## src/hw/rtl/idu_pkg.sv

```systemverilog
package idu_pkg;

	// Default size of the keep-bit store.
	localparam int DEF_MAX_ELEMENTS = 4096;

	// Generator constants.
	localparam logic [31:0] LCG_MUL = 32'd1103515245;
	localparam logic [31:0] LCG_ADD = 32'd12345;

	// Queue between the front and the back.
	localparam int QUEUE_DEPTH = 4;
	localparam int CNT_W = $clog2(QUEUE_DEPTH + 1);
	localparam int PTR_W = (QUEUE_DEPTH > 1) ? $clog2(QUEUE_DEPTH) : 1;

	// Register map: index taken from paddr[3:2].
	localparam int PADDR_W = 4;
	localparam logic [1:0] REG_TRAINING_ON = 2'd0;
	localparam logic [1:0] REG_DROP_LIMIT  = 2'd1;
	localparam logic [1:0] REG_KEEP_SCALE  = 2'd2;
	localparam logic [1:0] REG_START_SEED  = 2'd3;

	localparam logic [23:0] KEEP_SCALE_RESET = 24'd65536;

	// What the back does with an element.
	typedef enum logic [1:0] {
		OP_PASS,
		OP_DROP,
		OP_SCALE
	} op_t;

	typedef struct packed {
		logic        training_on;
		logic [15:0] drop_limit;
		logic [23:0] keep_scale;
		logic [31:0] start_seed;
	} cfg_t;

	typedef struct packed {
		op_t         op;
		logic [31:0] data;
	} entry_t;

	typedef struct packed {
		logic [CNT_W-1:0] count;
		logic             empty;
	} q_status_t;

endpackage

```

## src/hw/rtl/idu_queue.sv

```systemverilog
module idu_queue import idu_pkg::*; (
	input  logic      clk,
	input  logic      arst_n,
	input  logic      push,
	input  entry_t    push_entry,
	input  logic      pop,
	output entry_t    pop_entry,
	output q_status_t status
);

	entry_t            slots_q [QUEUE_DEPTH];
	logic [PTR_W-1:0]  wr_ptr_q;
	logic [PTR_W-1:0]  rd_ptr_q;
	logic [CNT_W-1:0]  count_q;

	function automatic logic [PTR_W-1:0] next_ptr(input logic [PTR_W-1:0] p);
		if (p == PTR_W'(QUEUE_DEPTH - 1)) begin
			return '0;
		end
		return p + 1'b1;
	endfunction

	assign pop_entry    = slots_q[rd_ptr_q];
	assign status.count = count_q;
	assign status.empty = (count_q == '0);

	// Pointers and fill count.
	always_ff @(posedge clk or negedge arst_n) begin
		if (!arst_n) begin
			wr_ptr_q <= '0;
			rd_ptr_q <= '0;
			count_q  <= '0;
		end else begin
			if (push) begin
				wr_ptr_q <= next_ptr(wr_ptr_q);
			end
			if (pop) begin
				rd_ptr_q <= next_ptr(rd_ptr_q);
			end
			if (push && !pop) begin
				count_q <= count_q + 1'b1;
			end else if (pop && !push) begin
				count_q <= count_q - 1'b1;
			end
		end
	end

	// Entry storage.
	always_ff @(posedge clk) begin
		if (push) begin
			slots_q[wr_ptr_q] <= push_entry;
		end
	end

endmodule

```

## config.mk

```make
export PLATFORM = sky130hd
export DESIGN_NAME = idu_queue
export DESIGN_NICKNAME = d
export VERILOG_FILES = /design/src/hw/rtl/idu_pkg.sv /design/src/hw/rtl/idu_queue.sv
export SDC_FILE = /design/constraint.sdc
export NUM_CORES = 1
export LEC_CHECK = 0
export BUFFER_PORTS_ARGS = -buffer_cell sky130_fd_sc_hd__buf_4
export CELL_PAD_IN_SITES_DETAIL_PLACEMENT = 2
export CELL_PAD_IN_SITES_GLOBAL_PLACEMENT = 2
export CORE_MARGIN = 2
export CORE_UTILIZATION = 40
export DETAILED_ROUTE_END_ITERATION = 16
export PLACE_DENSITY = 0.78
export SETUP_SLACK_MARGIN = 0.2
export SLEW_MARGIN = 25
export SYNTH_ARGS = -nofsm -noshare
export SYNTH_HDL_FRONTEND = slang
export SYNTH_SLANG_ARGS = --single-unit
```

## constraint.sdc

```tcl
create_clock -name clk -period 1.9 [get_ports clk]
set_input_delay 0.095 -clock clk [delete_from_list [all_inputs] [get_ports clk]]
set_output_delay 0.095 -clock clk [all_outputs]
set_load 0.05 [all_outputs]
```

Yosys cells after proc, flatten, opt, wreduce, memory -nomap -nowiden. Memories as Yosys holds them, arrays and structs flattened. Index checks and enable logic that the tools add are counted.

Output and inout bits: 38. Word-level logic and storage cells: 28. ROM bits: 0. Register bits: 7. Bits in writable memories: 136. Input bits: 38. Memories kept: 1. Bits in latches: 0.

Bitwise gates (word level): 0. Div/mod/pow operators: 0. $mul: 0. Add/subtract/negate cells: 4. Reductions and logical operators: 6. Equality and inequality tests: 2. Shift operators: 0. Mux-type cells: 12. $lt $le $gt $ge: 0.

Memories: slots_q (words 4, bits a word 34, rd ports 1, clocked after memory_dff 0, write ports 1, RTL line idu_queue.sv:11) `entry_t slots_q [QUEUE_DEPTH];`.

Operator list (count): $mux 2 (4); $mux 1 (6); $mux 3 (2); $add 2x1->2 const B (2); $eq 2x2->1 const B (2); $add 3x1->3 const B (1); $logic_not 3->1 (1); $sub 3x1->3 const B (1); $logic_and 1x1->1 (2); $logic_not 1->1 (2); $reduce_bool 2->1 (1).

Logic depth before layout (Yosys ltp).
Depth after elaboration: 4. Depth in mapped cells: 7. Gate-level depth less buffers: 7.

Worst setup path after synthesis. OpenSTA, ideal clock, no wires.

Path type: reg-to-output. Start: register count_q[0]. End: output port status[0] in the netlist's numbering. Buffers on the path: 0. Arrival time: 1.765 ns. Data required time: 1.805 ns. Cell stages (with the launch flop): 2. Path slack: 0.040 ns. Cell sequence: dfrtp_1 -> nor3_1.

RTL lines: start, declared (RTL line idu_queue.sv:14) `logic [CNT_W-1:0] count_q;`; start signal, assigned (RTL line idu_queue.sv:41) `count_q <= count_q + 1'b1;`; start signal, assigned (RTL line idu_queue.sv:43) `count_q <= count_q - 1'b1;`; end, declared (RTL line idu_queue.sv:8) `output q_status_t status`.

==> qor.csv <==
metric;value;unit
grt_pass1_vias;3186;
synth_fa_ha_area_frac;0.0177;
yosysSeqAreaShare;0.794;
end_kind;output pin;
cts_htree_levels;4;
total_power;13100;uW
drive_gt1_frac;0.438;
die_w;120;um
slew_viol_final;0;
areaGrowthSynthToFinish;38.4;%
clock_latency;420;ps
cellLeakagePower;0.00264;uW
via_per_inst;5.20;
num_vias;2840;
power_density;1760;mW/mm^2
drc;0;
cts_tree;done;
dp_hpwl;7750;um
pre_cts_ws;290;ps
synth_top_area_share;0.761;
cts_sinks;143;
antenna_cells;0;
die_height;120;um
synthSimpleGateAreaFrac;0.00933;
routed_wl;15200;um
final_common_cell;edfxtp_1;
yosys.area.top_type;edfxtp_1;
postLayoutCoreUtil;0.563;
internal-power;8270;uW
yosysUniqueCellTypes;19;
path_clk_slew;50;ps
cts_buffers;17;
grt_max_degree;37;
outcome;complete, but fails checks;
combPwrFrac;0.425;
drt_iter0_markers;240;
synth_xor_area_frac;0.00490;
power_frac_clock;0.243;
finalCritPeriodShare;1.04;
core;0.0132;sq mm
cts.path.max_buffers;2;
fin_nets;402;
antenna_found_initial;0;
routedWlPerCell;27.9;um
muxShareOfSynthArea;0.151;
finalHoldViolCount;0;
worstSetupStartpoint;rd_ptr_q[0];
drtPass1Iterations;4;
worst_clock_skew;15.3;ps
grt.total_usage;0.228;
drtAntennaViolNets;0;
synth_top_family_by_area;multiplexers;
p_seq_frac;0.332;
grt_first_pass_wirelength;22500;um
initial_core_util;0.407;
cp_slowest_cell;mux4_2;
place_inst;467;
cpPeakStageDelay;560;ps
crit_fanout;5;
stdcell_count;546;
io_pins;76;
syn_area_per_cell;25.1;sq um
overflow;0;
ys_seq_elements;143;
worstPathArrival;1870;ps
syn_area;0.00537;sq mm
fin_crit;1970;ps
reg2regPathDepth;6;
hp-class;input pin to asynchronous set/reset pin;
reg2reg_from;rd_ptr_q[0];
synth.area.top_cells;edfxtp_1 76%, mux4_2 12%, dfrtp_1 3.3%;
switching_power;4790;uW
synth_nets;259;
rsz0062_at_grt;yes;
clock.fmax;508;MHz
port_buffers;75;
num_rows;42;
syn_inst;214;
synth_warnings;0;
layout_common_cells;136 x edfxtp_1, 50 x buf_4, 37 x dlygate4sd3_1;
setup_slack;-66.8;ps
die_area;0.0144;sq mm
ir_worst_vdd;865;uV
worstSetupPathType;flip-flop to output pin;
crit_chain;buf_6 -> buf_12 -> mux4_2 -> buf_6;
switching_share;0.367;
maxCapViolations;0;
required;1800;ps
cts_root_buf;clkbuf_16;
max_slew_margin;0.756;
failed_checks;negative setup slack;
synth-compound-area-share;0.00326;
cp-start-kind;flip-flop;
place.gp.congestion;0.638;
crit_top_cell;buf_6;
tightestPinTransition;367;ps
setup_violations;31;
==> worst max-delay path, delay by kind of cell, from the launching register on <==
kind | cells | cell delay, ps
multiplexers | 1 | 560
buffers and inverters | 3 | 460
flip-flops | 1 | 430
==> stage by stage <==
stage	cell area, sq um	hold slack [ps]	TNS [ps]
4_1_cts	7360	24.8	-864
3_3_place_gp	6170	-79.5	0
5_1_grt	7420	24.9	-3450
6_report	7420	45.0	-1080
3_5_place_dp	6170	-79.1	0
2_1_floorplan	5380	-201	0
==> layout make-up <==
| class | count | area [sq um] |
|---|---|---|
| fillers | 1051 | 5770 |
| flip-flops and latches | 143 | 4260 |
| repair buffers | 132 | 1380 |
| multi-input cells | 59 | 1010 |
| clock buffers | 23 | 448 |
| well taps | 176 | 220 |
| clock inverters | 9 | 92.6 |
| inverters | 4 | 15.0 |
==> sequential cells by signal, indices dropped and copies added, names as in the netlist <==
name and count:
count_q 3, rd_ptr_q 2, slots_q 136, wr_ptr_q 2
==> metal layers <==
metal / up-vias / track usage / routed length (um)
met3: 18 / 0.0589 / 721
met4: 0 / 0.0699 / 272
met2: 115 / 0.387 / 7870
li1: 1192 / - / -
met1: 1515 / 0.291 / 6380
met5: - / 0 / 0
==> synth_stat cells, drive strengths merged <==
cell,count
nand2,2
mux2,2
inv,4
a21o,1
xnor2,1
dfrtp,7
ha,6
nor3,2
mux4,34
buf,8
edfxtp,136
o21ai,2
fa,1
and2,4
nor2,2
xor2,2
==> worst paths after layout <==
| kind | slack [ps] | endpoint |
|---|---|---|
| min in group clk | 430 | slots_q[1][5] |
| max in group asynchronous | 1710 | rd_ptr_q[0] |
| hold / removal | 50 | count_q[0] |
| hold reg to reg | 530 | count_q[2] |
| setup reg to reg | 260 | rd_ptr_q[1] |
| setup / recovery | -70 | pop_entry[28] |
==> logic make-up (layout without fill, tap and decap cells) <==
family	Yosys count	in the layout
DFF	143	143
muxes	36	36
buffers and inverters	12	168
and+or+nand+nor	10	10
adders and majority gates	7	7
AOI/OAI and AO/OA	3	3
xor gates and xnor gates	3	3
==> timing repair <==
action | in CTS | in global routing
hold endpoints to repair | 146 | 0
cloned | 4 | 1
resized for setup | 51 | 7
hold buffers | 37 | 0
buffers inserted | 5 | 0
setup endpoints to repair | 34 | 37
==> power groups by stage <==
| stage | registers, uW | logic (uW) | clock network, uW |
|---|---|---|---|
| after floorplan | 4350 | 3190 | 0 |
| after global placement | 4260 | 4430 | 0 |
| after detailed placement | 4340 | 4530 | 0 |
| after CTS | 4300 | 5410 | 3130 |
| after global routing | 4380 | 5800 | 3320 |
| final | 4340 | 5550 | 3170 |
Power figures use the tool's default switching activity.
